==> config.mk <==
export PLATFORM = sky130hd
export DESIGN_NAME = vn4_front
export DESIGN_NICKNAME = d
export VERILOG_FILES = /design/src/vn4_pkg.sv /design/src/vn4_front.sv
export SDC_FILE = /design/constraint.sdc
export NUM_CORES = 1
export LEC_CHECK = 0
export BUFFER_PORTS_ARGS = -buffer_cell sky130_fd_sc_hd__buf_4
export CORE_MARGIN = 3
export CORE_UTILIZATION = 25
export DETAILED_ROUTE_END_ITERATION = 8
export REMOVE_ABC_BUFFERS = 1
export SETUP_SLACK_MARGIN = 0.05
export SYNTH_ARGS = -nofsm -noshare
export SYNTH_HDL_FRONTEND = slang
export SYNTH_SLANG_ARGS = --single-unit
export TNS_END_PERCENT = 100
==> constraint.sdc <==
create_clock -name clk -period 12.7 [get_ports clk]
set_input_delay 1.27 -clock clk [delete_from_list [all_inputs] [get_ports clk]]
set_output_delay 1.27 -clock clk [all_outputs]
set_load 0.005 [all_outputs]
==> src/vn4_pkg.sv <==
// Package for the 4D value noise block: sizes, item type and sequencer states.
// No dependencies. Used by vn4_front, vn4_back and value_noise_4d.
`timescale 1ns / 1ps
`default_nettype none
package vn4_pkg;

  localparam int TABLE_SIZE = 256;
  localparam int IDX_W      = 8;
  localparam int FRAC_BITS  = 16;
  localparam int VALUE_BITS = 16;
  localparam int COORD_W    = 32;
  localparam int TIME_W     = 48;
  localparam int QDEPTH     = 4;
  localparam int QPTR_W     = 2;
  localparam int PROD_W     = FRAC_BITS + VALUE_BITS + 2;

  localparam logic ACT_LOAD  = 1'b0;
  localparam logic ACT_QUERY = 1'b1;

  typedef struct packed {
    logic                         query;
    logic [IDX_W-1:0]             idx;
    logic [IDX_W-1:0]             perm;
    logic signed [VALUE_BITS-1:0] noise;
    logic [IDX_W-1:0]             ix;
    logic [IDX_W-1:0]             iy;
    logic [IDX_W-1:0]             iz;
    logic [IDX_W-1:0]             it;
    logic [FRAC_BITS-1:0]         fx;
    logic [FRAC_BITS-1:0]         fy;
    logic [FRAC_BITS-1:0]         fz;
    logic [FRAC_BITS-1:0]         ft;
  } vn4_item_t;

  typedef enum logic [3:0] {
    ST_IDLE,
    ST_PT,
    ST_PZ,
    ST_PY,
    ST_PX,
    ST_NV,
    ST_NW,
    ST_MRG,
    ST_MUL,
    ST_ADD,
    ST_DONE
  } vn4_state_t;

endpackage
`default_nettype wire

==> src/vn4_front.sv <==
// Front end: accepts requests, splits coordinates into cell and fraction, queues them.
// Depends on vn4_pkg.
`timescale 1ns / 1ps
`default_nettype none
module vn4_front (
  input  wire logic                              clk,
  input  wire logic                              rst,
  input  wire logic                              in_valid,
  output logic                                   in_stall,
  input  wire logic                              action,
  input  wire logic [vn4_pkg::IDX_W-1:0]         load_index,
  input  wire logic signed [vn4_pkg::VALUE_BITS-1:0] load_noise,
  input  wire logic [vn4_pkg::IDX_W-1:0]         load_perm,
  input  wire logic signed [vn4_pkg::COORD_W-1:0] coord_x,
  input  wire logic signed [vn4_pkg::COORD_W-1:0] coord_y,
  input  wire logic signed [vn4_pkg::COORD_W-1:0] coord_z,
  input  wire logic signed [vn4_pkg::TIME_W-1:0]  coord_t,
  output vn4_pkg::vn4_item_t                     q_item,
  output logic                                   q_valid,
  input  wire logic                              q_pop
);
  import vn4_pkg::*;

  vn4_item_t         slots [QDEPTH];
  vn4_item_t         item_in;
  logic [QPTR_W-1:0] wr_ptr;
  logic [QPTR_W-1:0] rd_ptr;
  logic [QPTR_W:0]   count;
  logic              push;
  logic              pop;

  // The cell index keeps only its low bits, so floor and wrap come for free.
  always_comb begin
    item_in.query = action;
    item_in.idx   = load_index;
    item_in.perm  = load_perm;
    item_in.noise = load_noise;
    item_in.ix    = coord_x[FRAC_BITS +: IDX_W];
    item_in.iy    = coord_y[FRAC_BITS +: IDX_W];
    item_in.iz    = coord_z[FRAC_BITS +: IDX_W];
    item_in.it    = coord_t[FRAC_BITS +: IDX_W];
    item_in.fx    = coord_x[FRAC_BITS-1:0];
    item_in.fy    = coord_y[FRAC_BITS-1:0];
    item_in.fz    = coord_z[FRAC_BITS-1:0];
    item_in.ft    = coord_t[FRAC_BITS-1:0];
  end

  assign in_stall = (count == (QPTR_W+1)'(QDEPTH));
  assign push     = in_valid && !in_stall;
  assign q_valid  = (count != '0);
  assign pop      = q_pop && q_valid;
  assign q_item   = slots[rd_ptr];

  always_ff @(posedge clk) begin
    if (rst) begin
      wr_ptr <= '0;
      rd_ptr <= '0;
      count  <= '0;
    end else begin
      if (push) begin
        wr_ptr <= wr_ptr + 1'b1;
      end
      if (pop) begin
        rd_ptr <= rd_ptr + 1'b1;
      end
      if (push && !pop) begin
        count <= count + 1'b1;
      end else if (pop && !push) begin
        count <= count - 1'b1;
      end
    end
  end

  always_ff @(posedge clk) begin
    if (push) begin
      slots[wr_ptr] <= item_in;
    end
  end

endmodule
`default_nettype wire

==> results by group, run 1 <==
Run status
  • Status: finished clean

STA
  • Final hold viol count: 0
  • F_max: 0.2141 GHz
  • Final setup fails: 0
  • Final hold slack: 536.1 ps
  • Worst rel slew slack: 31.89%
  • Clock Skew: 8.919 ps
  • Tightest Pin Transition: 1022 ps
  • Setup TNS: 0 ps
  • Crit share post-route: 36.77%
  • Minimum clock period: 4670 ps
  • Max-slew violation count: 0
  • RSZ-0062 raised after global routing: false

Drt
  • Per-cell routed wire length: 19.02 microns
  • ANT nets after route: 0
  • Routed vias: 8,489
  • Drt first pass iters: 4
  • Final wirelength: 38.78 mm
  • Drt drc: 0
  • Avg Vias per Cell: 4.163
  • Iteration-0 DRC Markers: 534

Layout
  • Post-Layout Cell Count: 2,039
  • Commonest non-fill, non-tap cell in the layout: edfxtp_1
  • Syn-to-layout area delta: 25.54%
  • Layout cells sized above 1: 45.61%
  • Fill count: 7,128
  • Most frequent cells in the layout: edfxtp_1 (516), buf_4 (273), mux4_2 (129)
  • Diodes inserted: 0
  • Nets@finish: 1,212
  • Final instance area: 23,960 sq um

CTS
  • Clock root cell: clkbuf_16
  • CTS tree: built
  • Number of buffers created by CTS: 57
  • Clock slew seen by the registers of the worst setup and hold paths: 50 ps
  • Sink Count: 525
  • Hold buffer count at CTS: 0
  • H-tree depth: 2
  • Post-CTS Resized: 0
  • Post-CTS setup buffers: 0
  • Clock tree buffer depth: 3
  • Worst skew pair latency: 590 ps

Setup path
  • R2r startpoint: count[0]
  • Req. time, crit path: 11,430 ps
  • Max FO, Critical Path: 61
  • Critical path endpoint category: output pin
  • WS Path Type: flip-flop to output pin
  • FF-to-FF setup slack: 9220 ps
  • Arr. time, crit path: 3400 ps
  • Type of origin of the critical path: flip-flop

Placed design
  • Placed cell area: 22,160 sq um
  • Gp weighted congestion: 0.6423
  • PortBufs: 263
  • HPWL Detailed: 22.75 mm
  • Placed Cells incl. Taps: 1,935

Die
  • Row Count: 100
  • Die Width: 282.3 microns
  • Die Height: 282.3 microns
  • Die ar.: 79,680 sq um
  • # IOs: 312
  • CORE AREA: 75,070 sq um
  • Starting Density: 25.42%

Global route
  • GRT overflow: 0
  • Vias in the first global route: 9,623
  • GRT Overall Usage: 9.637%
  • Pin count of the biggest net entering global routing: 98
  • Initial antenna violation count: 2
  • First-pass GRT wire length: 58.02 mm

Logic synthesis
  • Count of state elements after synthesis: 525
  • Sequential fraction of the synthesis area: 82.15%
  • Synth unique cells: 21
  • Synthesis warning total: 0
  • Post-synthesis cell count: 721
  • Mapped Area: 19,080 sq um
  • Avg Cell Area, Syn: 26.47 sq um

Power and ir drop
  • Tot Pwr: 4753 uW
  • PwrDens: 198.4 nW/um^2
  • Leakage power figure: 0.007820 uW
  • VDD IR max: 127.0 uV

Hold path
  • Hold Crit Start: wr_ptr[0]
  • Worst min-delay path class: flip-flop to flip-flop

Job
  • Max-cap check violation count: 0
==> critical path: stages, from the launching register on <==
cell     delay (ps)
dfxtp_4         700
buf_4           590
buf_4           810
mux4_2          420
buf_4           160
==> cells by family (layout without fill, tap and decap cells) <==
kind of cell               after synthesis  after routing  share of synthesized area, %
DFF                                    525            525                         82.15
muxes                                  131            131                         15.33
buffers and inverters                   33            382                         1.265
and+or+nand+nor                         16             16                        0.4524
adders and majority gates                6              6                        0.4328
AOI/OAI and AO/OA                        6              6                        0.1902
xor gates and xnor gates                 4              4                        0.1836
==> stage by stage <==
step | setup slack [ps] | util, %
global placement | 8237 | 29.51
floorplan | 5441 | -
CTS | 7852 | 31.91
finish | 8030 | 31.91
detailed placement | 8273 | 29.51
global route | 7784 | 31.91
==> area by class of cell <==
cell class / instances / area (sq um) / share of cell area, %
Sequential cell: 525 / 15680 / 65.47
Multi-Input combinational cell: 163 / 3176 / 13.26
Timing Repair Buffer: 274 / 2069 / 8.639
Clock buffer: 67 / 1506 / 6.288
Tap cell: 969 / 1212 / 5.061
Clock inverter: 37 / 294.0 / 1.227
Inverter: 4 / 15.01 / 0.06268
==> routing by layer <==
metal,share of wire [%],vias up,routed length (microns),track usage [%]
met2,50,215,19440,16.47
met1,39,4477,15180,11.26
met4,2.1,2,806,2.771
li1,-,3732,-,-
met5,0.034,-,13,0
met3,8.6,63,3342,3.797
==> cell usage after synthesis (all sizes together) <==
library cell	number	area share [%]
edfxtp	516	81
mux4	129	15
buf	25	1.1
dfxtp	9	0.94
nor2	6	0.12
ha	5	0.33
and2	4	0.13
clkbuf	4	0.079
inv	4	0.079
xor2	4	0.18
or3	3	0.098
a21oi	2	0.052
mux2i	2	0.10
nand2b	2	0.066
o21ai	2	0.052
fa	1	0.10
nor3b	1	0.039
o311ai	1	0.046
o31ai	1	0.039
==> path summary, 6_finish.rpt <==
check,endpoint,cells past startpoint
worst max-delay path,q_item[26],4
worst min-delay path,wr_ptr[0],2
worst max register to register,slots[3][114],5
worst min register to register,wr_ptr[0],2
==> report_power, final <==
part	leakage [uW]	internal (uW)	total (uW)	switching, uW
clock	0.000873	924	1570	648
combinational	0.00214	577	1020	447
sequential	0.00480	2080	2160	73.4
==> state kept, by name (all words and copies together) (netlist names), named ones only <==
register / flops
slots: 516
count: 3
rd_ptr: 2
wr_ptr: 2
Note: power is estimated with default switching activity, not from simulation.
==> inputs of run 2 (changes only) <==
==> constraint.sdc (replaced) <==
create_clock -name clk -period 4.2 [get_ports clk]
set_input_delay 0.42 -clock clk [delete_from_list [all_inputs] [get_ports clk]]
set_output_delay 0.42 -clock clk [all_outputs]
set_load 0.005 [all_outputs]
==> run 2 against run 1 <==
Clock power rose to 3.1 times the previous value. Sequential share of layout area is 3.7 points lower. Critical endpoint is now q_item[47]. Routed wire length increased by 4.5%. Largest power group unchanged.
==> results by group, run 2 (synthesis results as in run 1) <==
Drt
  • Drt drc: 0 (unchanged)
  • Iteration-0 DRC Markers: 439 (-18%)
  • Final wirelength: 40.54 mm (+4.5%)
  • Routed vias: 9,045 (+6.5%)
  • ANT nets after route: 0 (unchanged)
  • Avg Vias per Cell: 4.168 (+0.12%)
  • Drt first pass iters: 4 (unchanged)
  • Per-cell routed wire length: 18.68 microns (-1.8%)

STA
  • Worst rel slew slack: 36.96% (+5.1 points)
  • Tightest Pin Transition: 945.7 ps (-75.98 ps)
  • Max-slew violation count: 0 (unchanged)
  • Clock Skew: 11.92 ps (+3.002 ps)
  • Final hold viol count: 0 (unchanged)
  • Final setup fails: 0 (unchanged)
  • Crit share post-route: 70.06%
  • F_max: 0.3398 GHz
  • Minimum clock period: 2943 ps
  • RSZ-0062 raised after global routing: false

CTS
  • Worst skew pair latency: 590 ps (about the same)
  • Clock tree buffer depth: 3 (unchanged)
  • Clock root cell: clkbuf_16
  • Sink Count: 525 (unchanged)
  • H-tree depth: 2 (unchanged)
  • Number of buffers created by CTS: 56 (-1.8%)
  • Clock slew seen by the registers of the worst setup and hold paths: 60 ps (about the same)
  • CTS tree: built

Power and ir drop
  • VDD IR max: 400.4 uV (+220%)
  • Leakage power figure: 0.008395 uW (+7.4%)
  • PwrDens: 576.4 nW/um^2 (+190%)

Global route
  • GRT Overall Usage: 10.05% (+0.41 points)
  • GRT overflow: 0 (unchanged)
  • Pin count of the biggest net entering global routing: 73 (-26%)
  • Vias in the first global route: 10.13k (+5.2%)
  • Initial antenna violation count: 2 (unchanged)
  • First-pass GRT wire length: 60.53 mm (+4.3%)

Placed design
  • HPWL Detailed: 22.97 mm (+0.96%)
  • PortBufs: 263 (unchanged)
  • Gp weighted congestion: 0.6588 (+2.6%)
  • Placed cell area: 22,290 sq um (+0.61%)

Die
  • Row Count: 100 (unchanged)
  • Die ar.: 79,680 sq um (unchanged)
  • Die Height: 282.3 microns (unchanged)
  • CORE AREA: 75,070 sq um (unchanged)
  • Starting Density: 25.42% (unchanged)
  • Die Width: 282.3 microns (unchanged)
  • # IOs: 312 (unchanged)

Setup path
  • WS Path Type: flip-flop to output pin
  • Arr. time, crit path: 2520 ps (-880 ps)
  • Critical path endpoint category: output pin
  • Max FO, Critical Path: 46 (-25%)
  • Type of origin of the critical path: flip-flop
  • Req. time, crit path: 3780 ps (-7650 ps)

Layout
  • Syn-to-layout area delta: 32.99%
  • Max reg flops: 516 (unchanged)
  • Fin util: 33.81% (+1.9 points)
  • Biggest regs: slots x516, count x3
  • Most frequent cells in the layout: edfxtp_1 (516), buf_4 (267), mux4_2 (129)
  • Layout cells sized above 1: 40.70% (-4.9 points)
  • Final instance area: 25,380 sq um (+5.9%)
  • Largest Register: slots
  • Commonest non-fill, non-tap cell in the layout: edfxtp_1
  • Fill count: 7,033 (-1.3%)
  • Nets@finish: 1,341 (+11%)

Run status
  • Status: finished clean

Hold path
  • Worst min-delay path class: input port to flip-flop

Job
  • Max-cap check violation count: 0 (unchanged)
## run 2: changes by cell type in the layout (fill, tap and decap cells not counted), sizes merged
cell / change
clkinvlp: +1
clkbuf: -4
diode: +2
dlygate4sd3: +127
buf: +3
bufinv: +3
clkinv: -1
## run 2: final timing paths
check,start,to,slack (ps),cells past startpoint
max,flip-flop,q_item[47],1260,3
min,load_index[5],slots[1][125],50,1
max reg2reg,count[0],slots[2][114],1670,4
min reg2reg,wr_ptr[1],wr_ptr[1],510,2
## run 2: final cells by class
cell class                      count  area [sq um]  share of cell area (%)
Sequential cell                   525         15680                   61.80
Tap cell                          969          1212                   4.777
Antenna cell                        2         5.005                 0.01972
Timing Repair Buffer              404          3476                   13.70
Clock inverter                     40         362.8                   1.430
Multi-Input combinational cell    163          3176                   12.51
Clock buffer                       63          1449                   5.709
Inverter                            4         15.01                 0.05916
## run 2: power by group
part | internal [uW] | total, uW | switching, uW | leakage (uW)
clock | 2890 | 4840 | 1950 | 0.000874
combinational | 1880 | 3270 | 1390 | 0.00272
sequential | 6300 | 6510 | 217 | 0.00480
## run 2: per-layer routing
layer	GRT usage [%]	vias to the layer above	share of wire (%)
met1	12.06	4743	40
li1	-	3994	-
met5	0	-	0.049
met4	3.169	2	2.5
met2	17.26	236	50
met3	3.169	70	7.2
## run 2: worst max-delay path: stages, from the launching register on
cell	delay (ps)
dfxtp_4	730
buf_12	430
mux4_2	580
buf_4	160
## run 2: timing repair
action	CTS	global route
hold buffers	127	0
setup buffers	0	0
resized for setup	0	0
endpoints found under the hold margin	506	0
## run 2: through the flow
step | setup TNS [ps] | worst slack (ps) | hold WS, ps | cells | total power (uW)
finish | 0 | 1257 | 52.58 | 2170 | 14630
global route | 0 | 1019 | 14.05 | 2168 | 15370
CTS | 0 | 1075 | 0.4601 | 2168 | 14950
detailed placement | 0 | 1618 | 506.3 | 1938 | 9935
global placement | 0 | 1687 | 503.2 | 1938 | 9884
floorplan | -333050 | -2209 | 477.6 | 692 | 8450
